`src/rtl/pme_pkg.sv`:
```
`default_nettype none
// ----------------------------------------------------------------------------
// pme_pkg : shared types and constants of the pixel message embedder
// Sizes of the message store and the pixel index, request kinds, and the
// structs passed between the control stage, the memory and the datapath.
// ----------------------------------------------------------------------------
package pme_pkg;

   // Message store and index sizes
   localparam int MAX_CHARS  = 1024;
   localparam int INDEX_BITS = 24;
   localparam int CODE_W     = 6;
   localparam int ADDR_W     = $clog2(MAX_CHARS);
   localparam int LEN_W      = $clog2(MAX_CHARS + 1);
   localparam int HD_W       = 24;
   localparam int CHAN_W     = 8;

   // Character codes with fixed meaning
   localparam logic [CODE_W-1:0] CODE_NONE    = CODE_W'(0);
   localparam logic [CODE_W-1:0] CODE_SPACE   = CODE_W'(1);
   localparam logic [CODE_W-1:0] CODE_NEWLINE = CODE_W'(38);

   // CSR word index of hide_distance
   localparam logic REG_HIDE_DISTANCE = 1'b0;

   // Request kinds on the input channel
   typedef enum logic [1:0] {
      REQ_CLEAR  = 2'd0,
      REQ_APPEND = 2'd1,
      REQ_PIXEL  = 2'd2
   } req_kind_type;

   // Pixel handed from the control stage to the datapath
   typedef struct packed {
      logic              hit;
      logic [CHAN_W-1:0] blue;
      logic [CHAN_W-1:0] green;
      logic [CHAN_W-1:0] red;
   } pix_type;

   // Memory command from the control stage
   typedef struct packed {
      logic              wr_en;
      logic [ADDR_W-1:0] wr_addr;
      logic [CODE_W-1:0] wr_data;
      logic              rd_en;
      logic [ADDR_W-1:0] rd_addr;
   } mem_cmd_type;

endpackage
`default_nettype wire

```
`src/rtl/pme_dpath.sv`:
```
`default_nettype none
// ----------------------------------------------------------------------------
// pme_dpath : pixel datapath and result register
// Holds the pixel while the message store read completes, applies the code
// to the three channels and keeps the result until the consumer takes it.
// ----------------------------------------------------------------------------
module pme_dpath (
   input  wire logic                           clock,
   input  wire logic                           reset,
   input  wire logic                           pix_valid,
   input  wire pme_pkg::pix_type               pix,
   input  wire logic [pme_pkg::CODE_W-1:0]     rd_code,
   output logic                                pix_ready,
   output logic                                rsp_valid,
   input  wire logic                           rsp_ready,
   output logic      [pme_pkg::CHAN_W-1:0]     rsp_blue_out,
   output logic      [pme_pkg::CHAN_W-1:0]     rsp_green_out,
   output logic      [pme_pkg::CHAN_W-1:0]     rsp_red_out,
   output logic                                rsp_embedded,
   output logic      [pme_pkg::CODE_W-1:0]     rsp_code_used
);

   localparam int CW = pme_pkg::CODE_W;
   localparam int HW = pme_pkg::CHAN_W;

   // Add when the channel has headroom, else subtract
   function automatic logic [HW-1:0] shift_channel(input logic [HW-1:0] v,
                                                   input logic [CW-1:0] amt);
      logic [HW:0] lim;
      lim = (HW+1)'(255) - (HW+1)'(amt);
      if ((HW+1)'(v) < lim) begin
         return v + HW'(amt);
      end
      return v - HW'(amt);
   endfunction

   logic             s2_valid_ff, s2_valid_in;
   pme_pkg::pix_type s2_pix_ff;
   logic             out_valid_ff, out_valid_in;
   logic [HW-1:0]    blue_ff, green_ff, red_ff;
   logic             emb_ff;
   logic [CW-1:0]    code_ff;

   logic          out_free;
   logic          s2_free;
   logic [CW-1:0] code;
   logic [12:0]   prod;
   logic [CW-1:0] quot;
   logic [CW-1:0] rem;

   assign out_free  = !out_valid_ff || rsp_ready;
   assign s2_free   = !s2_valid_ff || out_free;
   assign pix_ready = s2_free;

   // Split the code: quotient by three through reciprocal 43/128
   assign code = s2_pix_ff.hit ? rd_code : pme_pkg::CODE_NONE;
   assign prod = 13'(code) * 13'd43;
   assign quot = CW'(prod >> 7);
   assign rem  = code - CW'(quot * CW'(3));

   // Advance the pipeline slots
   always_comb begin
      s2_valid_in  = s2_free ? pix_valid : s2_valid_ff;
      out_valid_in = out_free ? s2_valid_ff : out_valid_ff;
   end

   always_ff @(posedge clock) begin
      if (reset) begin
         s2_valid_ff  <= 1'b0;
         out_valid_ff <= 1'b0;
      end else begin
         s2_valid_ff  <= s2_valid_in;
         out_valid_ff <= out_valid_in;
      end
   end

   // Capture the pixel and the finished result
   always_ff @(posedge clock) begin
      if (s2_free) begin
         s2_pix_ff <= pix;
      end
      if (out_free) begin
         blue_ff  <= shift_channel(s2_pix_ff.blue, quot);
         green_ff <= shift_channel(s2_pix_ff.green, quot);
         red_ff   <= shift_channel(s2_pix_ff.red, quot + rem);
         emb_ff   <= s2_pix_ff.hit;
         code_ff  <= code;
      end
   end

   assign rsp_valid     = out_valid_ff;
   assign rsp_blue_out  = blue_ff;
   assign rsp_green_out = green_ff;
   assign rsp_red_out   = red_ff;
   assign rsp_embedded  = emb_ff;
   assign rsp_code_used = code_ff;

   a_embedded_has_code: assert property (@(posedge clock) disable iff (reset)
      (rsp_valid && rsp_embedded) |-> rsp_code_used != pme_pkg::CODE_NONE)
      else $error("embedded pixel without code");

   a_plain_has_no_code: assert property (@(posedge clock) disable iff (reset)
      (rsp_valid && !rsp_embedded) |-> rsp_code_used == pme_pkg::CODE_NONE)
      else $error("plain pixel reports a code");

endmodule
`default_nettype wire

```
`config.mk`:
```
export PLATFORM = sky130hd
export DESIGN_NAME = pme_dpath
export DESIGN_NICKNAME = d
export VERILOG_FILES = /design/src/rtl/pme_pkg.sv /design/src/rtl/pme_dpath.sv
export SDC_FILE = /design/constraint.sdc
export NUM_CORES = 1
export LEC_CHECK = 0
export BUFFER_PORTS_ARGS = -buffer_cell sky130_fd_sc_hd__buf_2
export CAP_MARGIN = 20
export CORE_MARGIN = 2
export CORE_UTILIZATION = 40
export CTS_BUF_LIST = sky130_fd_sc_hd__clkbuf_16
export DETAILED_ROUTE_END_ITERATION = 16
export PLACE_DENSITY = 0.61
export SKIP_LAST_GASP = 1
export SYNTH_ARGS = -nofsm -noshare
export SYNTH_HDL_FRONTEND = slang
export SYNTH_SLANG_ARGS = --single-unit
```
`constraint.sdc`:
```
create_clock -name clock -period 10.1 [get_ports clock]
set_input_delay 2.02 -clock clock [delete_from_list [all_inputs] [get_ports clock]]
set_output_delay 2.02 -clock clock [all_outputs]
set_load 0.05 [all_outputs]
```
# Word-level counts from Yosys, hierarchy flattened

Cells that the tools add are included.

Order comparisons: 3
$add $sub $neg: 10
Reductions and logical operators: 4
$mul: 2
Mux-type cells: 13

Operators with widths:

| operator             | number |
|---|---|
| $mux 8               | 6 |
| $lt 8x9->1           | 3 |
| $add 8x5->8          | 2 |
| $sub 8x5->8          | 2 |
| $mul 6x6->12 const B | 1 |
| $sub 8x5->9 const A  | 1 |
| $sub 8x6->9 const A  | 1 |
| $add 8x6->8          | 1 |
| $sub 8x6->8          | 1 |
| $add 5x6->6          | 1 |
| $mul 5x2->6 const B  | 1 |
| $mux 1               | 6 |
| $mux 6               | 1 |
| $sub 6x6->6          | 1 |
| $logic_not 1->1      | 2 |
| $logic_or 1x1->1     | 2 |

Register bits after elaboration: 58
Logic and storage cells: 43
Output and inout bits: 33

# Longest topological paths before layout

Gate-level depths: netlist (run 1).

Word-level depth: 10
Depth in mapped cells: 40
Mapped depth without buffers: 37

# Least setup slack after synthesis (run 1)

No wires, ideal clock.

Kind: input -> register
From: in rd_code[2] in the netlist's numbering
To: reg red_ff[7], in the netlist rsp_red_out[7], data pin
Stages on the path: 39
Setup slack: -0.658 ns
Setup time: 0.261 ns
Data arrival time: 10.497 ns
Data required time: 9.839 ns
Cells stage by stage: clkbuf_1 -> xor2_1 -> and2_1 -> ha_1 -> inv_1 -> fa_1 -> inv_1 -> ha_1 -> and4_1 -> a41o_4 -> o21a_4 -> o21a_4 -> or3_4 -> and2_1 -> buf_6 -> maj3_2 -> fa_1 -> inv_1 -> [... 3 more ...] -> nor4_1 -> a311oi_1 -> xnor2_2 -> ha_1 -> o21ai_0 -> a21oi_1 -> and2_1 -> clkbuf_1 -> mux2i_1 -> ha_1 -> nor2b_1 -> o21ai_0 -> a21oi_1 -> o41ai_1 -> and2_1 -> or4bb_1 -> o2111ai_1 -> nor3_1

Word-level cells in the longest chain between the ends: 10

Ends and longest elaborated chain:

| element                | line            | text |
|---|---|---|
| start: declaration     | pme_dpath.sv:12 | `input wire logic [pme_pkg::CODE_W-1:0] rd_code,` |
| $mux 6 *               | pme_dpath.sv:56 | `assign code = s2_pix_ff.hit ? rd_code : pme_pkg::CODE_NONE;` |
| $mul 6x6->12           | pme_dpath.sv:57 | `assign prod = 13'(code) * 13'd43;` |
| $mul 5x2->6            | pme_dpath.sv:59 | `assign rem = code - CW'(quot * CW'(3));` |
| $sub 6x6->6            | pme_dpath.sv:59 |  |
| $add 5x6->6 *          | pme_dpath.sv:85 | `red_ff <= shift_channel(s2_pix_ff.red, quot + rem);` |
| $sub 8x6->9            | pme_dpath.sv:30 | `lim = (HW+1)'(255) - (HW+1)'(amt);` |
| $lt 8x9->1             | pme_dpath.sv:31 | `if ((HW+1)'(v) < lim) begin` |
| $mux 1                 | pme_dpath.sv:31 |  |
| $mux 1                 | pme_dpath.sv:82 | `if (out_free) begin` |
| $mux 8 *               | pme_dpath.sv:34 | `return v - HW'(amt);` |
| end signal: assignment | pme_dpath.sv:85 |  |
| end: declaration       | pme_dpath.sv:40 | `logic [HW-1:0] blue_ff, green_ff, red_ff;` |

Every way passes the cells marked *; elsewhere a longest branch is shown, timed or not. The select of a mux whose other input is x is not followed.
A chain may end at the register's enable or synchronous reset.

# Worst setup path in the final report (run 1)

From: in rd_code[4] in the netlist's numbering
To: reg red_ff[7], in the netlist rsp_red_out[7], data pin

Same word-level chain as after synthesis.

==> impl_metrics.tcl, run 1 <==
set metrics [dict create \
    outcome "finished clean" \
    critPathArrivalTime_ns 9.84 \
    fill_cells 1036 \
    drtAntennaViolNets 0 \
    fmaxAchievable_mhz 102.6 \
    dieWidth_um 111.2 \
    dpl_cell_area_um2 5403 \
    syn2layout_area_growth_pct 26.12 \
    rr_startpoint "s2_pix_ff[24]$_DFFE_PP_" \
    r2r-end "rsp_red_out[7]$_DFFE_PP_" \
    ys_types 60 \
    cts_root_buf "clkbuf_16" \
    synth-edff-count 56 \
    p_per_area_nw_per_um2 389.8 \
    min_to "rsp_valid$_SDFFE_PP0P_" \
    start_util 0.4057 \
    ios 68 \
    nNetsFinal 634 \
    yosysWarnings 0 \
    n_antenna_cell 0 \
    die-area_um2 12360 \
    multiInputGateArea_um2 2801 \
    hpwl_um 7389 \
    grtUsageTotal 0.1558 \
    power.leakage_nw 2.674 \
    wire_per_inst_um 13.65 \
    die_y_um 111.2 \
    p_total_mw 2.258 \
    vias 3352 \
    cts_tree "yes" \
    synth_top_area_frac 0.3661 \
    final_cell_area_um2 5793 \
    seqCellArea_um2 1722 \
    slew_viol_final 0 \
    gp_congestion 0.7968 \
    cp-start-kind "primary input" \
    cts_max_level 3 \
    grt_pass1_vias 3367 \
    layoutNonFillerInstCount 674 \
    end_kind "flop" \
    syn_area_um2 4593 \
    reg2reg_depth 36 \
    worstMarginPinSlew_ns 0.5911 \
    clkLatencyLatePin_ns 0.34 \
    drt_iter0_drc 121 \
    required_ns 10.19 \
    avgSynthCellArea_um2 10.94 \
    io_buffers 67 \
    cts_buffers 9 \
    synth-async-reset-ratio 0 \
    period_minus_slack_ns 9.746 \
    synth_area_leaders "edfxtp_1, ha_1, xnor2_1" \
    ir_drop_mv 0.2856 \
    ys_seq_area_frac 0.3748 \
    cts_buffer_depth 2 \
    ys.flop_type "edfxtp_1" \
    grt_pass1_wl_um 15430 \
    drive_above_1_share 0.2919 \
    grt_antenna_before_repair 0 \
    crit_type "in -> reg" \
    rsz0062_at_grt "false" \
    core_um2 11320 \
    synth_cells 420 \
    post-route-util 0.5117 \
    maxSlewHeadroom 0.6055 \
    grt_max_degree 27 \
    hold_viol_final 0 \
    synth_top_cell_by_area "edfxtp_1" \
    cts_hold_buffers 0 \
    routed_wl_um 9202 \
    reg2reg_slack_ns 1.43 \
    viasPerCell 4.973 \
    crit_fanout 8 \
    slowest_stage "fa_1" \
    hold_start "s2_valid_ff$_SDFFE_PP0P_" \
    fin_skew_ns 0.01041 \
    drv_cap 0 \
    ys_ff_latch 58 \
    clk_pin_slew_worst_paths_ns 0.06 \
    setup_viol 0 \
    dr.pass1.iters 4 \
    grt-ovfl-total 0 \
    syn_nets 528 \
    hold_path_class "reg -> reg" \
    post-place-cells 657 \
    worst_path_largest_cell_delay_ns 0.53 \
    fin_crit_sh 0.9649 \
    route.detailed.drc 0 \
    rows 39 \
    cts.sink_count 58 \
    min_path_cells 2 \
]
==> what timing repair did <==
| item | CTS | global route |
|---|---|---|
| resized for setup | 0 | 14 |
| endpoints found under the setup margin | 0 | 1 |
| setup buffers | 0 | 1 |
==> where the power goes <==
part | leakage [nW] | switching [mW] | internal (mW) | total, mW
clock | 0.156 | 0.119 | 0.218 | 0.337
sequential | 0.610 | 0.0192 | 0.381 | 0.400
combinational | 1.91 | 0.823 | 0.697 | 1.52
==> sequential cells by signal (all words and copies together) (netlist names) <==
name and count:
rsp_blue_out 8, rsp_code_used 6, rsp_embedded 1, rsp_green_out 8, rsp_red_out 8, rsp_valid 1
s2_pix_ff 25, s2_valid_ff 1
==> through the flow <==
step / setup slack, ns / hold slack [ns] / TNS [ns]
6_report: 0.3543 / 0.5076 / 0
5_1_grt: 0.02507 / 0.5470 / 0
4_1_cts: 0.1501 / 0.5123 / 0
3_5_place_dp: -0.2052 / 0.5077 / -0.2052
3_3_place_gp: 0.02762 / 0.4774 / 0
2_1_floorplan: 0.01268 / 0.4631 / 0
==> routing by layer <==
metal	routed length [um]	track usage	part of all wire
met2	4671	0.2724	0.51
met1	4059	0.1896	0.44
met5	0	0	0
met4	127	0.05432	0.014
met3	343	0.03390	0.037
==> cell usage in the layout (no fill, tap or decap), types with 6 or more instances in the layout <==
| cell | count |
|---|---|
| a21oi_1 | 20 |
| a21o_1 | 13 |
| clkbuf_16 | 9 |
| nor2b_1 | 7 |
| nor3_1 | 6 |
| o21ai_1 | 6 |
| edfxtp_1 | 56 |
| nor2_1 | 27 |
| nand2_1 | 15 |
| xor2_1 | 13 |
| buf_4 | 34 |
| inv_1 | 46 |
| ha_1 | 58 |
| nand3_1 | 9 |
| fa_1 | 11 |
| xnor2_1 | 34 |
| buf_2 | 67 |
| o21ai_0 | 7 |
| and2_1 | 8 |
==> cell usage after synthesis, types with 3 or more instances <==
master	number
ha_1	62
edfxtp_1	56
inv_1	46
xnor2_1	34
nor2_1	27
a21oi_1	23
nand2_1	16
o21ai_0	14
a21o_1	13
xor2_1	13
fa_1	11
and2_1	10
nand3_1	9
nor2b_1	8
nor3_1	6
a31o_2	4
nand4_1	4
o2111ai_1	4
o21bai_1	4
clkbuf_1	3
mux2i_1	3
or4_1	3
==> cells by family after synthesis <==
group,Yosys count,synth area share
buffers and inverters,52,0.04440
AO/OA/AOI/OAI,82,0.1359
flip-flops,58,0.3748
adder cells (fa/ha/maj),74,0.2193
AND/OR/NAND/NOR,101,0.1188
multiplexers,3,0.006538
XOR/XNOR,50,0.1002
==> worst max path at each step <==
stage	from	end	slack (ns)
after floorplan	rd_code[1]	rsp_red_out[7]$_DFFE_PP_	0.01
after CTS	rd_code[1]	rsp_red_out[7]$_DFFE_PP_	0.15
after global placement	rd_code[1]	rsp_red_out[7]$_DFFE_PP_	0.03
after global routing	rd_code[1]	rsp_red_out[7]$_DFFE_PP_	0.03
after detailed placement	rd_code[1]	rsp_red_out[7]$_DFFE_PP_	-0.21
final	rd_code[4]	rsp_red_out[7]$_DFFE_PP_	0.35
==> cell type report <==
| cell class | count | area share |
|---|---|---|
| Sequential cell | 58 | 0.2972 |
| Clock inverter | 7 | 0.01771 |
| Inverter | 46 | 0.02981 |
| Multi-Input combinational cell | 310 | 0.4836 |
| Tap cell | 143 | 0.03089 |
| Clock buffer | 9 | 0.03888 |
| Timing Repair Buffer | 101 | 0.1019 |
==> critical path: cells and delay by family <==
kind,cells,cell delay [ns]
xor+xnor,2,0.35
compound gates,12,2.02
mux,1,0.19
fa+ha+maj,8,2.67
buf+inv,5,0.48
simple gates,10,2.11
(Power assumes the default switching activity.)
==> run 2, diff against run 1 <==
CORE_UTILIZATION = 50   (was 40)
PLACE_DENSITY = 0.7   (was 0.61)
REMOVE_ABC_BUFFERS = 1   (was default)
clock period = 12.65 ns   (was 10.1 ns; I/O delays follow)
==> run 2 against run 1 <==
  * Combinational power down 34%
  * Cell count down 9.8%
  * Critical path depth unchanged
  * Critical path type unchanged
  * Largest cell class unchanged
  * Largest power group unchanged
==> impl_metrics.tcl, run 2 (same netlist as run 1, synthesis figures left out) <==
set metrics [dict create \
    die-area_um2 9969 \
    cts_buffer_depth 2 \
    p_sw_frac 0.4404 \
    rows 34 \
    p_per_area_nw_per_um2 292.9 \
    grt_antenna_before_repair 0 \
    regMostFlops "s2_pix_ff" \
    drive_above_1_share 0.2140 \
    largest_reg_flops 25 \
    switching_power_mw 0.6969 \
    grt_max_degree 27 \
    cts_tree "yes" \
    ir_drop_mv 0.1407 \
    cts.repair.resized 0 \
    clkPwrFrac 0.166 \
    period_minus_slack_ns 11.46 \
    layout_commonest_cell "buf_2" \
    grt_pass1_vias 3306 \
    gp_congestion 0.8852 \
    drt_iter0_drc 127 \
    n_antenna_cell 0 \
    die_y_um 99.85 \
    dr.pass1.iters 4 \
    hpwl_um 7159 \
    syn2layout_area_growth_pct 17.60 \
    post-route-util 0.6134 \
    fmaxAchievable_mhz 87.23 \
    post-cts-setup-buffers 0 \
    hold_path_class "reg -> reg" \
    p_comb_frac 0.633 \
    route.detailed.drc 0 \
    p_int_mw 0.8854 \
    io_buffers 67 \
    slew_viol_final 0 \
    end_kind "flop" \
    grtUsageTotal 0.1914 \
    worst_path_largest_cell_delay_ns 0.55 \
    crit_fanout 9 \
    dieWidth_um 99.85 \
    rsz0062_at_grt "false" \
    wire_per_inst_um 14.94 \
    power.leakage_nw 2.512 \
    crit_type "in -> reg" \
    core_um2 8806 \
    grt-ovfl-total 0 \
    ios 68 \
    nNetsFinal 603 \
    slowest_stage "fa_1" \
    cp_common_cell "ha_1" \
    hold_viol_final 0 \
    critPathArrivalTime_ns 11.54 \
    maxSlewHeadroom 0.5374 \
    grt_pass1_wl_um 15040 \
    drtAntennaViolNets 0 \
    clk_pin_slew_worst_paths_ns 0.05 \
    required_ns 12.72 \
    clkLatencyLatePin_ns 0.33 \
    routed_wl_um 9086 \
    cp-start-kind "primary input" \
    seqPwrFrac 0.201 \
    layout_common_cells "buf_2, ha_1, edfxtp_1" \
    tns_ns 0 \
    setup_viol 0 \
    viasPerCell 5.405 \
    vias 3286 \
    outcome "finished clean" \
    worstMarginPinSlew_ns 0.6932 \
    cts.sink_count 58 \
    cts_hold_buffers 0 \
    cts_root_buf "clkbuf_16" \
    start_util 0.5216 \
    fin_crit_sh 0.9063 \
    drv_cap 0 \
    fin_skew_ns 0.006909 \
    cts_max_level 3 \
    cts_buffers 9 \
]
## run 2: layout make-up
type / instances / area, um^2
Timing Repair Buffer: 70 / 377.9
Inverter: 46 / 172.7
Fill cell: 713 / 3405
Multi-Input combinational cell: 310 / 2668
Clock inverter: 7 / 101.3
Tap cell: 108 / 135.1
Sequential cell: 58 / 1722
Clock buffer: 9 / 225.2
## run 2: power by group through the flow
stage / logic [mW] / clock network, mW / registers [mW]
final: 1.00 / 0.263 / 0.319
after global routing: 1.11 / 0.275 / 0.324
after CTS: 1.00 / 0.267 / 0.320
after detailed placement: 0.995 / 0 / 0.322
after global placement: 0.977 / 0 / 0.322
after floorplan: 0.663 / 0 / 0.467
## run 2: layer usage
layer | global-route usage | vias up | routed length [um]
li1 | - | 1659 | -
met1 | 0.2448 | 1539 | 4000
met2 | 0.3290 | 75 | 4492
met3 | 0.04178 | 13 | 474
met4 | 0.05374 | 0 | 119
met5 | 0 | - | 0
## run 2: path summary, 6_finish.rpt
path / startpoint / end / slack [ns] / cells past startpoint
worst max-delay path: rd_code[1] / rsp_red_out[7]$_DFFE_PP_ / 1.19 / 38
worst min register to register: s2_valid_ff$_SDFFE_PP0P_ / rsp_valid$_SDFFE_PP0P_ / 0.51 / 2
worst max register to register: s2_pix_ff[24]$_DFFE_PP_ / rsp_red_out[7]$_DFFE_PP_ / 2.72 / 37
worst min-delay path: s2_valid_ff$_SDFFE_PP0P_ / rsp_valid$_SDFFE_PP0P_ / 0.51 / 2
## run 2: per-stage QoR
| stage | total power, mW | instance area [um^2] | setup slack, ns | hold slack, ns | cells |
|---|---|---|---|---|---|
| floorplan | 1.130 | 4562 | 1.496 | 0.4631 | 414 |
| global placement | 1.299 | 5047 | 1.124 | 0.4835 | 591 |
| detailed placement | 1.317 | 5047 | 0.8808 | 0.5045 | 591 |
| CTS | 1.589 | 5374 | 1.172 | 0.5159 | 607 |
| global route | 1.709 | 5401 | 0.5331 | 0.5660 | 608 |
| finish | 1.582 | 5401 | 1.186 | 0.5127 | 608 |
## run 2: critical path, delay by kind of cell
family | cells | cell delay (ns)
adders and majority gates | 8 | 2.92
muxes | 1 | 0.33
xor gates and xnor gates | 1 | 0.17
buffers and inverters | 6 | 0.66
and+or+nand+nor | 8 | 1.82
AOI/OAI and AO/OA | 14 | 3.14
==> run 3, diff against run 2 <==
CORE_UTILIZATION = 58   (was 50)
PLACE_DENSITY = 0.8   (was 0.7)
clock period = 13.17 ns   (was 12.65 ns; I/O delays follow)
==> run 3 against run 2 <==
  * Register-to-register slack lost 0.14 ns
  * Worst setup slack lost 0.30 ns
  * Flip-flop and latch count unchanged
  * Design area down 0.42%
  * First-iteration DRC count rose by 16%
  * Non-clock buffer count decreased by 1
  * Count of clock-buffer cells in the layout did not move
  * Clock power fell by 6%
  * Routed wire length increased by 3.9%
  * Core utilization grew 8.6 points
  * Global-route usage grew 4.8 points
  * Cell count shrank 1.2%
  * Critical endpoint unchanged
  * Highest routed layer unchanged
==> impl_metrics.tcl, run 3 (same netlist as run 1, synthesis figures left out) <==
set metrics [dict create \
    viasPerCell 5.621 \
    power.leakage_nw 2.509 \
    ios 68 \
    core_um2 7687 \
    hpwl_um 7146 \
    end_kind "flop" \
    fin_skew_ns 0.005151 \
    rr_startpoint "s2_pix_ff[24]$_DFFE_PP_" \
    io_buffers 67 \
    grt_pass1_vias 3541 \
    critical-path-top-delay-family "compound AO/OA/AOI/OAI gates" \
    critPathArrivalTime_ns 12.35 \
    vias 3378 \
    hold_start "s2_valid_ff$_SDFFE_PP0P_" \
    slowest_stage "o41ai_1" \
    cts_tree "yes" \
    cts.repair.resized 0 \
    p_comb_frac 0.637 \
    slew_viol_final 0 \
    setup_viol 0 \
    largest_reg_flops 25 \
    drive_above_1_share 0.2104 \
    maxSlewHeadroom 0.2965 \
    hold_viol_final 0 \
    fin_crit_sh 0.9325 \
    start_util 0.5975 \
    grt_max_degree 27 \
    crit_start "rd_code[0]" \
    clkLatencyLatePin_ns 0.33 \
    post-cts-setup-buffers 0 \
    seqPwrFrac 0.202 \
    gp_congestion 0.8535 \
    worstMarginPinSlew_ns 1.042 \
    clk_pin_slew_worst_paths_ns 0.05 \
    p_int_mw 0.8415 \
    hold_path_class "reg -> reg" \
    cts_max_level 3 \
    required_ns 13.24 \
    dieWidth_um 92.99 \
    crit_type "in -> reg" \
    layout_commonest_cell "buf_2" \
    cts_buffer_depth 2 \
    route.detailed.drc 0 \
    crit_fanout 9 \
    cts_root_buf "clkbuf_16" \
    drtAntennaViolNets 0 \
    post-route-util 0.6997 \
    period_minus_slack_ns 12.28 \
    worst_path_largest_cell_delay_ns 0.85 \
    drt_iter0_drc 147 \
    n_antenna_cell 0 \
    clkPwrFrac 0.162 \
    routed_wl_um 9438 \
    regMostFlops "s2_pix_ff" \
    tns_ns 0 \
    path_buf_inv 5 \
    grt-ovfl-total 0 \
    die_y_um 92.99 \
    cts_buffers 9 \
    p_sw_frac 0.4468 \
    cts.sink_count 58 \
    nNetsFinal 602 \
    reg2reg_slack_ns 2.58 \
    rows 32 \
    dr.pass1.iters 4 \
    fmaxAchievable_mhz 81.43 \
    cp-start-kind "primary input" \
    switching_power_mw 0.6798 \
    grtUsageTotal 0.2397 \
    drv_cap 0 \
    syn2layout_area_growth_pct 17.11 \
    layout_common_cells "buf_2, ha_1, edfxtp_1" \
    ir_drop_mv 0.1562 \
    die-area_um2 8647 \
    grt_pass1_wl_um 16140 \
    wire_per_inst_um 15.70 \
    rsz0062_at_grt "false" \
    cts_hold_buffers 0 \
    grt_antenna_before_repair 0 \
    p_per_area_nw_per_um2 282.8 \
    outcome "finished clean" \
]
[run 3: path summary, 6_finish.rpt]
check                           depth (start not counted)                  endpoint
worst max register to register                         36  rsp_red_out[7]$_DFFE_PP_
worst min register to register                          2    rsp_valid$_SDFFE_PP0P_
worst max-delay path                                   37  rsp_red_out[7]$_DFFE_PP_
worst min-delay path                                    2    rsp_valid$_SDFFE_PP0P_
[run 3: layer usage]
layer	share of wire	vias up	GRT usage	wire [um]
met1	0.40	1611	0.2712	3819
met3	0.045	25	0.05560	426
met4	0.029	0	0.1091	273
met5	0	-	0	0
met2	0.52	98	0.4287	4919
li1	-	1644	-	-
[run 3: worst register-to-register path: cells and delay by family (launching register included)]
kind	cells	cell delay, ns
fa+ha+maj	8	2.87
mux	1	0.32
buf+inv	4	0.34
xor+xnor	1	0.18
flops	1	0.67
compound gates	14	3.80
simple gates	8	2.16
[run 3: final cells by class]
class	count	area [um^2]
multi-input combinational	310	2668
fill	562	2308
sequential	58	1722
timing repair buffer	69	370.4
clock buffer	9	225.2
inverter	46	172.7
tap	102	127.6
clock inverter	7	93.84
[run 3: through the flow]
stage	area, um^2	worst slack, ns	total power, mW	cells	hold WS, ns
final	5379	0.8896	1.521	601	0.5102
after global routing	5379	0.2673	1.636	601	0.5312
after CTS	5351	1.043	1.523	600	0.5107
after detailed placement	5032	0.8663	1.258	584	0.5007
after global placement	5032	1.228	1.227	584	0.4817
after floorplan	4562	1.912	1.085	414	0.4631
[run 3: power groups by stage]
stage / clock [mW] / combinational, mW / sequential (mW)
CTS: 0.250 / 0.966 / 0.307
finish: 0.246 / 0.969 / 0.307
detailed placement: 0 / 0.949 / 0.309
global route: 0.259 / 1.07 / 0.311
floorplan: 0 / 0.637 / 0.448
global placement: 0 / 0.918 / 0.309
