<file path="src/rtl/pme_pkg.sv">
`default_nettype none
// ----------------------------------------------------------------------------
// pme_pkg : shared types and constants of the pixel message embedder
// Sizes of the message store and the pixel index, request kinds, and the
// structs passed between the control stage, the memory and the datapath.
// ----------------------------------------------------------------------------
package pme_pkg;

   // Message store and index sizes
   localparam int MAX_CHARS  = 1024;
   localparam int INDEX_BITS = 24;
   localparam int CODE_W     = 6;
   localparam int ADDR_W     = $clog2(MAX_CHARS);
   localparam int LEN_W      = $clog2(MAX_CHARS + 1);
   localparam int HD_W       = 24;
   localparam int CHAN_W     = 8;

   // Character codes with fixed meaning
   localparam logic [CODE_W-1:0] CODE_NONE    = CODE_W'(0);
   localparam logic [CODE_W-1:0] CODE_SPACE   = CODE_W'(1);
   localparam logic [CODE_W-1:0] CODE_NEWLINE = CODE_W'(38);

   // CSR word index of hide_distance
   localparam logic REG_HIDE_DISTANCE = 1'b0;

   // Request kinds on the input channel
   typedef enum logic [1:0] {
      REQ_CLEAR  = 2'd0,
      REQ_APPEND = 2'd1,
      REQ_PIXEL  = 2'd2
   } req_kind_type;

   // Pixel handed from the control stage to the datapath
   typedef struct packed {
      logic              hit;
      logic [CHAN_W-1:0] blue;
      logic [CHAN_W-1:0] green;
      logic [CHAN_W-1:0] red;
   } pix_type;

   // Memory command from the control stage
   typedef struct packed {
      logic              wr_en;
      logic [ADDR_W-1:0] wr_addr;
      logic [CODE_W-1:0] wr_data;
      logic              rd_en;
      logic [ADDR_W-1:0] rd_addr;
   } mem_cmd_type;

endpackage
`default_nettype wire

</file>
<file path="src/rtl/pme_ctrl.sv">
`default_nettype none
// ----------------------------------------------------------------------------
// pme_ctrl : request decode and embedding control
// Maps appended characters to codes and writes them to the message store,
// tracks pixel index, next carrier pixel and codes placed, and issues the
// message store read for each carrier pixel.
// ----------------------------------------------------------------------------
module pme_ctrl (
   input  wire logic                                clock,
   input  wire logic                                reset,
   input  wire logic                                accept,
   input  wire logic [1:0]                          req_type,
   input  wire logic [7:0]                          req_character,
   input  wire logic [pme_pkg::CHAN_W-1:0]          req_blue_in,
   input  wire logic [pme_pkg::CHAN_W-1:0]          req_green_in,
   input  wire logic [pme_pkg::CHAN_W-1:0]          req_red_in,
   input  wire logic                                req_start_of_image,
   input  wire logic [pme_pkg::HD_W-1:0]            hide_distance,
   output logic                                     pix_valid,
   output pme_pkg::pix_type                         pix,
   output pme_pkg::mem_cmd_type                     mem_cmd
);

   localparam int IW = pme_pkg::INDEX_BITS;
   localparam int LW = pme_pkg::LEN_W;
   localparam int AW = pme_pkg::ADDR_W;
   localparam int CW = pme_pkg::CODE_W;
   localparam logic [LW-1:0] MAX_LEN = LW'(pme_pkg::MAX_CHARS);

   // ASCII landmarks
   localparam logic [7:0] ASCII_NL    = 8'd10;
   localparam logic [7:0] ASCII_SPACE = 8'd32;
   localparam logic [7:0] ASCII_0     = 8'd48;
   localparam logic [7:0] ASCII_9     = 8'd57;
   localparam logic [7:0] ASCII_UA    = 8'd65;
   localparam logic [7:0] ASCII_UZ    = 8'd90;
   localparam logic [7:0] ASCII_LA    = 8'd97;
   localparam logic [7:0] ASCII_LZ    = 8'd122;
   localparam logic [7:0] OFS_UPPER   = 8'd63;
   localparam logic [7:0] OFS_LOWER   = 8'd95;
   localparam logic [7:0] OFS_DIGIT   = 8'd20;

   function automatic logic [CW-1:0] char_to_code(input logic [7:0] ch);
      logic [7:0] t;
      t = 8'd0;
      if (ch == ASCII_SPACE) begin
         t = 8'(pme_pkg::CODE_SPACE);
      end else if (ch >= ASCII_UA && ch <= ASCII_UZ) begin
         t = ch - OFS_UPPER;
      end else if (ch >= ASCII_LA && ch <= ASCII_LZ) begin
         t = ch - OFS_LOWER;
      end else if (ch >= ASCII_0 && ch <= ASCII_9) begin
         t = ch - OFS_DIGIT;
      end else if (ch == ASCII_NL) begin
         t = 8'(pme_pkg::CODE_NEWLINE);
      end
      return t[CW-1:0];
   endfunction

   logic [LW-1:0] length_ff, length_in;
   logic [LW-1:0] chars_ff,  chars_in;
   logic [IW-1:0] index_ff,  index_in;
   logic [IW-1:0] target_ff, target_in;

   logic [IW-1:0] hd_idx;
   logic [IW-1:0] cur_index;
   logic [IW-1:0] cur_target;
   logic [LW-1:0] cur_chars;
   logic [CW-1:0] app_code;
   logic          app_ok;
   logic          hit;
   logic          is_pixel;

   assign hd_idx   = IW'(hide_distance);
   assign app_code = char_to_code(req_character);
   assign app_ok   = (app_code != pme_pkg::CODE_NONE) && (length_ff < MAX_LEN);
   assign is_pixel = (req_type == pme_pkg::REQ_PIXEL);

   // Start mark restarts the image before the pixel is judged
   assign cur_index  = req_start_of_image ? '0 : index_ff;
   assign cur_chars  = req_start_of_image ? '0 : chars_ff;
   assign cur_target = req_start_of_image ? hd_idx : target_ff;
   assign hit        = (cur_target != '0) && (cur_index == cur_target) &&
                       (cur_chars < length_ff);

   // Next state of the control registers
   always_comb begin
      length_in = length_ff;
      chars_in  = chars_ff;
      index_in  = index_ff;
      target_in = target_ff;
      if (accept) begin
         case (pme_pkg::req_kind_type'(req_type))
            pme_pkg::REQ_CLEAR: begin
               length_in = '0;
               chars_in  = '0;
               target_in = '0;
            end
            pme_pkg::REQ_APPEND: begin
               if (app_ok) begin
                  length_in = length_ff + LW'(1);
               end
            end
            pme_pkg::REQ_PIXEL: begin
               chars_in  = hit ? cur_chars + LW'(1) : cur_chars;
               target_in = hit ? cur_target + hd_idx : cur_target;
               index_in  = cur_index + IW'(1);
            end
            default: begin
            end
         endcase
      end
   end

   always_ff @(posedge clock) begin
      if (reset) begin
         length_ff <= '0;
         chars_ff  <= '0;
         index_ff  <= '0;
         target_ff <= '0;
      end else begin
         length_ff <= length_in;
         chars_ff  <= chars_in;
         index_ff  <= index_in;
         target_ff <= target_in;
      end
   end

   // Drive the message store: append writes, carrier pixels read
   always_comb begin
      mem_cmd.wr_en   = accept && (req_type == pme_pkg::REQ_APPEND) && app_ok;
      mem_cmd.wr_addr = length_ff[AW-1:0];
      mem_cmd.wr_data = app_code;
      mem_cmd.rd_en   = accept && is_pixel && hit;
      mem_cmd.rd_addr = cur_chars[AW-1:0];
   end

   // Hand the pixel to the datapath
   assign pix_valid = accept && is_pixel;
   always_comb begin
      pix.hit   = hit;
      pix.blue  = req_blue_in;
      pix.green = req_green_in;
      pix.red   = req_red_in;
   end

   a_chars_le_length: assert property (@(posedge clock) disable iff (reset)
      chars_ff <= length_ff)
      else $error("codes placed exceed message length");

   a_length_le_max: assert property (@(posedge clock) disable iff (reset)
      length_ff <= MAX_LEN)
      else $error("message length beyond store depth");

   a_no_rd_wr_same_beat: assert property (@(posedge clock) disable iff (reset)
      !(mem_cmd.rd_en && mem_cmd.wr_en))
      else $error("message store read and write in one beat");

   a_hit_advances: assert property (@(posedge clock) disable iff (reset)
      mem_cmd.rd_en |=> chars_ff == $past(cur_chars) + LW'(1))
      else $error("carrier pixel did not advance code count");

endmodule
`default_nettype wire

</file>
<file path="config.mk">
export PLATFORM = sky130hd
export DESIGN_NAME = pme_ctrl
export DESIGN_NICKNAME = d
export VERILOG_FILES = /design/src/rtl/pme_pkg.sv /design/src/rtl/pme_ctrl.sv
export SDC_FILE = /design/constraint.sdc
export NUM_CORES = 1
export LEC_CHECK = 0
export CAP_MARGIN = 10
export CORE_ASPECT_RATIO = 0.8
export CORE_MARGIN = 1
export CORE_UTILIZATION = 35
export DETAILED_ROUTE_END_ITERATION = 6
export DONT_BUFFER_PORTS = 1
export MAX_ROUTING_LAYER = met4
export PLACE_DENSITY = 0.47
export SYNTH_ARGS = -nofsm -noshare
export SYNTH_HDL_FRONTEND = slang
export SYNTH_SLANG_ARGS = --single-unit
</file>
<file path="constraint.sdc">
create_clock -name clock -period 7.1 [get_ports clock]
set_input_delay 1.42 -clock clock [delete_from_list [all_inputs] [get_ports clock]]
set_output_delay 1.42 -clock clock [all_outputs]
set_load 0.03 [all_outputs]
</file>
== Yosys cells after proc, flatten, opt, wreduce, memory -nomap -nowiden ==
Index checks and enable logic that the tools add are counted.
Storage, ports and cells
  word-level logic and storage cells: 57
  register bits after elaboration: 70
  bits of input ports: 62
  output and inout port bits: 54
Operators by class
  add/sub/neg operators: 7
  equal/unequal tests: 6
  magnitude comparators: 8
  mux-type cells: 14
  reductions and logical operators: 18
Operators by type and width (number)
  $mux W24: 3
  $pmux W24 S2: 1
  $pmux W11 S2: 2
  $mux W11: 3
  $mux W6: 5
  $add A24 B1 Y24 const B: 1
  $add A24 B24 Y24: 1
  $eq A24 B24 Y1: 1
  $reduce_bool A24 Y1: 1
  $add A11 B1 Y11 const B: 2
  $ge A8 B7 Y1 const B: 2
  $le A8 B7 Y1 const B: 2
  $sub A6 B5 Y6 const B: 2
  $lt A11 B11 Y1: 1
  $lt A11 B11 Y1 const B: 1
  $logic_and A1 B1 Y1: 10
  $eq A8 B4 Y1 const B: 1
  $eq A8 B6 Y1 const B: 1
  $ge A8 B6 Y1 const B: 1
  $le A8 B6 Y1 const B: 1
  $reduce_bool A6 Y1: 1
  $sub A6 B6 Y6 const B: 1
  $reduce_and A2 Y1: 2
  $reduce_bool A2 Y1: 2
  5 further kinds: 5

== Depth between registers and ports, before layout ==
Gate-level depths: netlist of run 1.
  depth after elaboration: 10
  mapped depth: 18
  depth with buffers taken out: 12

== Least setup slack after synthesis of run 1 ==
OpenSTA, ideal clock, no wires.
  kind: input -> output
  start: input req_start_of_image
  end: output mem_cmd[10] in the netlist's numbering
  path buffers: 8
  arrival: 5.062 ns
  required time: 5.680 ns
  slack: 0.618 ns
  stages on the path: 15
  cell sequence: buf_2 > clkbuf_1 > clkbuf_1 > buf_1 > buf_1 > clkbuf_1 > nor2b_1 > ha_1 > nor3_1 > a211o_1 > o21ai_0 > a311o_1 > buf_2 > buf_2 > nor2_1
RTL lines
  start, declared: line pme_ctrl.sv:17  | input wire logic req_start_of_image,
  end, declared: line pme_ctrl.sv:21  | output pme_pkg::mem_cmd_type mem_cmd

==> results of run 1 <==
==> worst max-delay path, cell delays in order <==
cell and delay, ps:
nor2b_1 630, ha_1 370, a211o_1 260, a21oi_1 130, o21ai_0 140, a311o_2 420, buf_4 290, inv_2 310
==> kinds of logic after synthesis <==
logic type,Yosys count,share of synthesized area [%]
multiplexers,38,6.51
AO/OA/AOI/OAI,220,23.3
flip-flops,70,22.5
AND/OR/NAND/NOR,302,24.0
XOR/XNOR,34,4.78
adder cells (fa/ha/maj),45,9.16
buffers and inverters,124,9.68
==> state kept, by name, summed over array words and instances (netlist names) <==
name,cells
chars_ff,11
index_ff,24
length_ff,11
target_ff,24
==> synth_stat cells, drive strengths merged (3+ instances only) <==
| library cell | number | area, µm² |
|---|---|---|
| nand2b | 13 | 81.3 |
| a2111oi | 5 | 50.0 |
| o211ai | 8 | 60.1 |
| dfxtp | 70 | 1400 |
| a211oi | 6 | 45.0 |
| nor4 | 12 | 75.1 |
| o21ai | 54 | 270 |
| and3 | 8 | 50.1 |
| o41ai | 6 | 52.6 |
| o22ai | 12 | 75.1 |
| xor2 | 14 | 123 |
| a21oi | 48 | 252 |
| nor2 | 64 | 240 |
| a32oi | 5 | 43.8 |
| and2 | 4 | 25.0 |
| xnor2 | 20 | 175 |
| clkbuf | 22 | 82.6 |
| nor3b | 4 | 30.0 |
| a41oi | 5 | 43.8 |
| or4 | 11 | 90.1 |
| or3 | 9 | 56.3 |
| a211o | 4 | 35.0 |
| o21a | 5 | 37.5 |
| buf | 44 | 303 |
| a21o | 7 | 52.6 |
| ha | 44 | 551 |
| o31ai | 5 | 37.5 |
| nand4 | 12 | 75.1 |
| a22oi | 14 | 105 |
| nand2 | 97 | 364 |
| nand3 | 24 | 120 |
| a31o | 3 | 26.3 |
| mux2i | 18 | 180 |
| nor2b | 21 | 131 |
| inv | 58 | 218 |
| nor3 | 12 | 60.1 |
| a31oi | 13 | 81.3 |
| mux2 | 20 | 225 |
==> layer usage <==
layer  vias up  share of wire, %  track usage, %  wire, µm
li1       2903                 -               -         -
met1      2852                49            32.2      9870
met4         0               2.0            7.56       397
met5         -                 0               -         0
met2       187                42            32.1      8410
met3        40               7.1            5.30      1420
==> layout by cell type, fill, tap and decap left out, drive strengths merged, types with 6 or more instances in the layout <==
| master | synthesis | layout |
|---|---|---|
| a211oi | 6 | 6 |
| a21o | 7 | 7 |
| a21oi | 48 | 48 |
| a22oi | 14 | 14 |
| a31oi | 13 | 13 |
| and3 | 8 | 8 |
| clkbuf | 22 | 9 |
| dfxtp | 70 | 70 |
| ha | 44 | 44 |
| inv | 58 | 61 |
| mux2 | 20 | 20 |
| mux2i | 18 | 18 |
| nand2 | 97 | 97 |
| nand2b | 13 | 13 |
| nand3 | 24 | 24 |
| nand4 | 12 | 12 |
| nor2 | 64 | 64 |
| nor2b | 21 | 21 |
| nor3 | 12 | 12 |
| nor4 | 12 | 12 |
| o211ai | 8 | 8 |
| o21ai | 54 | 54 |
| o22ai | 12 | 12 |
| o41ai | 6 | 6 |
| or3 | 9 | 9 |
| or4 | 11 | 11 |
| xnor2 | 20 | 20 |
| xor2 | 14 | 14 |
==> cell type report <==
| class | instances | area share (%) |
|---|---|---|
| Clock inverter | 7 | 0.875 |
| Sequential cell | 70 | 21.8 |
| Inverter | 58 | 3.38 |
| Multi-Input combinational cell | 639 | 65.6 |
| Timing Repair Buffer | 4 | 0.467 |
| Tap cell | 225 | 4.37 |
| Clock buffer | 9 | 3.50 |
==> power groups by stage <==
stage | sequential, µW | clock, µW | combinational [µW]
6_report | 401 | 432 | 182
5_1_grt | 402 | 463 | 201
4_1_cts | 401 | 449 | 180
3_5_place_dp | 410 | 0 | 179
3_3_place_gp | 410 | 0 | 178
2_1_floorplan | 407 | 0 | 177
==> worst max-delay path by stage <==
stage          cells past startpoint           to                from
2_1_floorplan                     15  mem_cmd[10]  req_start_of_image
3_3_place_gp                       9      pix[24]  req_start_of_image
3_5_place_dp                       8      pix[24]  req_start_of_image
4_1_cts                            8      pix[24]  req_start_of_image
5_1_grt                            8  mem_cmd[10]  req_start_of_image
6_report                           8      pix[24]  req_start_of_image
==> stage by stage <==
step | cells | hold slack [ps] | instance area, µm² | utilization [%]
finish | 1012 | 463 | 6440 | 37.0
global route | 1012 | 480 | 6440 | 37.0
CTS | 1012 | 468 | 6440 | 37.0
detailed placement | 996 | 458 | 6150 | 35.4
global placement | 996 | 454 | 6150 | 35.4
floorplan | 833 | 440 | 6230 | -
==> flow_summary.ini, run 1 <==
[timing]
rsz0062_at_grt = no
fin_ws_ps = 1680
slew_headroom_pct = 37.9
period_minus_slack_ps = 5420
drv_slew = 0
setup_violations = 0
fmax_ghz = 0.184
tightestPinTransition_ps = 922
fin_setup_tns_ps = 0
fin_worst_skew_ps = 8.20
hold_viol = 0
post-route-period-util_pct = 76.4

[global_route]
grt_pass1_vias = 5552
track_usage_pct = 23.0
grt_overflow = 0
antenna_found_initial = 0
grt_pass1_wl_um = 31300
grt_max_degree = 81

[synth]
synth_edf_count = 0
synthFlopType = dfxtp_1
synth_nets = 940
synth_area_mm2 = 0.00623
synth_warnings = 0
ys_seq_elements = 70
syn_inst = 833
netlist-cell-type-count = 70
syn_avg_cell_area_um2 = 7.48
synth_seq_area_share_pct = 22.5
synthArstFlopShare_pct = 0

[power]
p_leak_uw = 0.00247
power.density_mw_per_mm2 = 158
seqPwrFrac_pct = 39.6
switchingPower_uw = 304
total_power_uw = 1010
p_clk_share_pct = 42.5
ir_worst_vdd_mv = 0.108
internal_power_uw = 711
power_frac_comb_pct = 17.9
netSwitchingFraction_pct = 29.9

[placed_design]
port_buffers = 0
dp_hpwl_um = 15300
dp_slack_ps = 1710
gp_routability_congestion = 0.936

[min_path]
min_path_type = reg -> reg
worst_hold_startpoint = index_ff[1]
min_delay_path_depth = 2
whs_endpoint = index_ff[1]

[run_status]
outcome = completed

[clock_network]
cts_hold_buf = 0
cts_setup_buffers = 0
cts_root_buffer = clkbuf_16
clock-sinks = 70
cts.repair.resized = 0
path_clk_slew_ps = 60
clk_latency_ps = 350
htreeDepth = 3
cts_tree = yes
clk_path_buf_depth = 2
cts_inserted_buffers = 9

[drt]
dr.pass1.iters = 7
viasPerCell = 5.91
wl_um = 20100
route.antenna.remaining_nets = 0
drtIter0Drc = 522
detail_route.wl_per_cell_um = 19.9
remaining_drc_errors = 0
vias = 5982

[floorplan]
die_w_um = 151
core_area_mm2 = 0.0174
die-height_um = 121
start_util_pct = 35.8
boundaryPins = 116
die_area_mm2 = 0.0183
fp-row-count = 43

[worst_setup_path]
crit_path_end_kind = output pin
critPathKind = in -> out
crit_required_ps = 5680
arrival_ps = 4000
path_max_fanout = 80
r2r_setup_slack_ps = 3220
r2r_end = chars_ff[10]
r2r_cells = 11
startpoint_type = input pin
worstReg2RegStart = chars_ff[1]

[flow_run]
drv_cap = 0

[cells_and_area]
n_antenna_cell = 0
seq_area_mm2 = 0.00140
final_nets = 889
area_growth_pct = 3.36
drive_gt1_share_pct = 6.48
fillCellCount = 1838
multi_input_comb_area_mm2 = 0.00422
Power figures use the tool's default switching activity.
==> run 2, diff against run 1 <==
Settings changed: ABC_AREA set to 1.
Clock period 7.1 ns to 5.66 ns, I/O delays scaled along.
==> run 2 against run 1 <==
Against the previous run:
- routed wire length grew 22%
- non-clock buffer count grew 8
- final cell count grew 47%
- combinational power grew 110%
- synthesized cell count grew 52%
- clock-buffer cell count grew 2
- hold slack lost 4.9 ps
- die area grew 17%
- largest power group unchanged
==> flow_summary.ini, run 2 <==
[run_status]
outcome = completed

[timing]
fmax_ghz = 0.209
fin_worst_skew_ps = 10.1
period_minus_slack_ps = 4780
fin_setup_tns_ps = 0
post-route-period-util_pct = 84.5
timing.hold.ws_ps = 458
drv_slew = 0
rsz0062_at_grt = no
tightestPinTransition_ps = 959
slew_headroom_pct = 36.0
setup_violations = 0
fin_ws_ps = 876
hold_viol = 0

[synth]
synth.top_cells.by_count = nand2_1, nor2_1, inv_1
syn_avg_cell_area_um2 = 5.77
yosys-mux-area-fraction_pct = 0
ys_seq_elements = 70
synth_nets = 1369
synth_area_mm2 = 0.00729
synth_warnings = 0
synth.area.top_cells = nand2_1, dfxtp_1, nor2_1
yosysTopAreaCellShare_pct = 19.3
synth.most_common_cell = nand2_1
synth_xor_xnor_area_share_pct = 3.49
synth_edf_count = 0
synth_compound_area_share_pct = 13.2
synthFlopType = dfxtp_1
synth_seq_area_share_pct = 19.2
synth_area_leader_cell = nand2_1
synth-simple-area-share_pct = 42.4
synth_top_family_by_area = simple AND/OR/NAND/NOR gates
netlist-cell-type-count = 41
syn_inst = 1262
synthArstFlopShare_pct = 0
synthAdderAreaFrac_pct = 7.83

[floorplan]
boundaryPins = 116
fp-row-count = 46
die-height_um = 131
die_area_mm2 = 0.0214
start_util_pct = 36.3
core_area_mm2 = 0.0201
die_w_um = 163

[placed_design]
dp_slack_ps = 950
dp_hpwl_um = 19200
gp_routability_congestion = 0.882
placed_cells = 1467
port_buffers = 0

[drt]
vias = 7606
detail_route.wl_per_cell_um = 16.6
remaining_drc_errors = 0
drtIter0Drc = 713
dr.pass1.iters = 5
wl_um = 24600
viasPerCell = 5.13
route.antenna.remaining_nets = 0

[global_route]
grt_overflow = 0
grt_pass1_wl_um = 38300
grt_max_degree = 66
grt_pass1_vias = 6812
antenna_found_initial = 0
track_usage_pct = 24.2

[cells_and_area]
final_nets = 1321
final_util_pct = 37.5
drive_gt1_share_pct = 4.43
area_growth_pct = 3.50
reg_top3 = index_ff (24), target_ff (24)
n_antenna_cell = 0
final_cell_count_no_fill = 1483
final_cell_mix = nand2_1, nor2_1, inv_1
layout_commonest_cell = nand2_1

[worst_setup_path]
startpoint_type = input pin
path_max_fanout = 65
crit_required_ps = 4530
arrival_ps = 3650
crit_path_end_kind = output pin
critPathKind = in -> out

[clock_network]
clk_path_buf_depth = 2
cts_inserted_buffers = 9
cts_hold_buf = 0
cts_root_buffer = clkbuf_16
clock-sinks = 70
clk_latency_ps = 360
htreeDepth = 3
cts.repair.resized = 0
path_clk_slew_ps = 60
cts_setup_buffers = 0
cts_tree = yes

[min_path]
min_path_type = reg -> reg

[power]
p_leak_uw = 0.00337
ir_worst_vdd_mv = 0.114
power.density_mw_per_mm2 = 206

[flow_run]
drv_cap = 0
run 2: layout make-up:
type,count,area (µm²)
Fill cell,2262,12500
Multi-Input combinational cell,984,4880
Timing Repair Buffer,12,90.1
Inverter,137,514
Clock buffer,11,243
Clock inverter,5,81.3
Sequential cell,70,1400
Tap cell,264,330
run 2: path summary, 6_finish.rpt:
| kind | cells past startpoint | slack, ps | start | endpoint |
|---|---|---|---|---|
| max | 13 | 880 | req_start_of_image | pix[24] |
| min | 2 | 460 | target_ff[19] | target_ff[19] |
| min reg2reg | 2 | 460 | target_ff[19] | target_ff[19] |
| max reg2reg | 18 | 2510 | chars_ff[2] | target_ff[19] |
run 2: power by group:
group          switching, µW  internal (µW)
sequential              20.9            503
combinational            268            121
clock                    244            399
total                    533           1020
run 2: critical path, stage by stage:
cell and delay (ps):
inv_1 130, buf_4 370, nor2_1 100, nor2_1 350, inv_1 120, nand4_1 110
nor2_1 70, nand3_1 140, nand2_1 110, nor2_4 80, buf_4 240, nand2_4 230
inv_2 420
run 2: through the flow:
stage	total power (µW)	instance area, µm²
2_1_floorplan	873	7290
6_report	1560	7540
4_1_cts	1560	7540
3_5_place_dp	916	7220
5_1_grt	1640	7540
3_3_place_gp	923	7220
run 2: cells by family after synthesis:
group / count (synthesis)
simple gates: 730
xor+xnor: 29
flops: 70
compound gates: 180
buf+inv: 208
fa+ha+maj: 45
run 2: metal layers:
metal  global-route usage [%]  share of wire [%]  routed length, µm  up-vias
met5                        -                  0                  0        -
met4                     4.12               0.71                174        0
met3                     4.94                7.6               1870       11
met2                     31.2                 37               9150      225
met1                     37.5                 54              13400     3387
li1                         -                  -                  -     3983
==> run 3, diff against run 2 <==
Settings changed: PLACE_DENSITY 0.47 to 0.49.
Clock period 5.66 ns to 3.9 ns, I/O delays scaled along.
==> run 3 against run 2 <==
Against the previous run:
- clock skew is 0.56 ps lower
- flip-flop and latch count stayed put
- clock-buffer cell count is 1 lower
- critical path depth stayed put
- critical path type unchanged
==> flow_summary.ini, run 3 (synthesized netlist as in run 2, its figures left out) <==
[run_status]
outcome = completed

[clock_network]
cts.repair.resized = 0
path_clk_slew_ps = 60
clock-sinks = 70
clk_latency_ps = 350
cts_inserted_buffers = 9
clk_path_buf_depth = 2
cts_hold_buf = 0
cts_setup_buffers = 0
htreeDepth = 3
cts_root_buffer = clkbuf_16
cts_tree = yes

[power]
power.density_mw_per_mm2 = 290
netSwitchingFraction_pct = 33.8
switchingPower_uw = 749
p_leak_uw = 0.00343
ir_worst_vdd_mv = 0.186
p_clk_share_pct = 40.0
internal_power_uw = 1470
power_frac_comb_pct = 25.7
seqPwrFrac_pct = 34.3

[cells_and_area]
final_cell_mix = nand2_1, nor2_1, inv_1
fillCellCount = 2277
n_antenna_cell = 0
drive_gt1_share_pct = 5.77
final_cell_count_no_fill = 1494
final_nets = 1333
area_growth_pct = 4.67
layout_commonest_cell = nand2_1
reg_top3 = index_ff (24), target_ff (24)

[placed_design]
dp_hpwl_um = 19300
port_buffers = 0
gp_routability_congestion = 0.880
placed_cells = 1479

[drt]
detail_route.wl_per_cell_um = 16.5
remaining_drc_errors = 0
viasPerCell = 5.13
drtIter0Drc = 716
wl_um = 24700
dr.pass1.iters = 6
route.antenna.remaining_nets = 0
vias = 7662

[timing]
fin_setup_tns_ps = 0
hold_viol = 0
period_minus_slack_ps = 3490
tightestPinTransition_ps = 975
rsz0062_at_grt = no
setup_violations = 0
slew_headroom_pct = 34.9
post-route-period-util_pct = 89.6
fmax_ghz = 0.286
drv_slew = 0
fin_worst_skew_ps = 9.51

[worst_setup_path]
worstSetupPathDepth = 13
crit_buf_inv = 5
crit_path_end_kind = output pin
r2r_cells = 17
critPathKind = in -> out
cpPeakStageDelay_ps = 300
path_max_fanout = 65
path_cells = inv_1 -> buf_4 -> nand2_1 -> inv_1 -> ha_1 -> nand2_1 -> inv_1 -> nand2_1 -> nand2_1 -> nand2_1 -> nand2_4 -> nor2_2 -> buf_4
crit_required_ps = 3120
cp_top_family = buffers and inverters
startpoint_type = input pin
arrival_ps = 2710
crit_top_cell = nand2_1
slowest_stage = buf_4

[global_route]
grt_pass1_wl_um = 38400
grt_pass1_vias = 6874
track_usage_pct = 24.2
antenna_found_initial = 0
grt_overflow = 0
grt_max_degree = 66

[floorplan]
die_w_um = 163
die_area_mm2 = 0.0214
start_util_pct = 36.3
core_area_mm2 = 0.0201
die-height_um = 131
fp-row-count = 46
boundaryPins = 116

[min_path]
min_path_type = reg -> reg
min_delay_path_depth = 2

[flow_run]
drv_cap = 0
run 3: worst paths after layout:
check             slack, ps          startpoint            end
setup reg to reg       1120        length_ff[2]  target_ff[22]
setup / recovery        410  req_start_of_image    mem_cmd[10]
hold reg to reg         460         chars_ff[0]    chars_ff[0]
hold / removal          460         chars_ff[0]    chars_ff[0]
run 3: area by class of cell:
| cell class | count | area (µm²) | area share (%) |
|---|---|---|---|
| Multi-Input combinational cell | 984 | 4900 | 64.2 |
| Sequential cell | 70 | 1400 | 18.4 |
| Inverter | 137 | 514 | 6.74 |
| Tap cell | 264 | 330 | 4.33 |
| Clock buffer | 10 | 229 | 3.00 |
| Timing Repair Buffer | 24 | 180 | 2.36 |
| Clock inverter | 5 | 75.1 | 0.984 |
run 3: power by group through the flow:
stage / combinational, µW / clock (µW) / sequential [µW]
floorplan: 512 / 0 / 756
global placement: 563 / 0 / 776
detailed placement: 559 / 0 / 776
CTS: 563 / 908 / 760
global route: 639 / 935 / 763
finish: 569 / 886 / 761
run 3: metrics by stage:
| stage | total power, µW | worst slack (ps) | cell area [µm²] | utilization [%] | hold slack, ps |
|---|---|---|---|---|---|
| 6_report | 2220 | 406 | 7630 | 38.0 | 458 |
| 5_1_grt | 2340 | 252 | 7630 | 38.0 | 471 |
| 4_1_cts | 2230 | 425 | 7630 | 38.0 | 459 |
| 3_5_place_dp | 1340 | 438 | 7320 | 36.5 | 449 |
| 3_3_place_gp | 1340 | 492 | 7320 | 36.5 | 446 |
| 2_1_floorplan | 1270 | 51.6 | 7300 | - | 445 |
run 3: routing by layer:
metal	up-vias	global-route usage [%]	wire length [µm]
met3	22	4.34	1810
met2	225	32.3	9500
met4	0	5.61	350
met5	-	-	0
li1	4003	-	-
met1	3412	36.5	13000
run 3: worst min-delay path: stages (launching register included):
cell and delay, ps:
dfxtp_1 310, nand2_1 60, a21oi_1 60
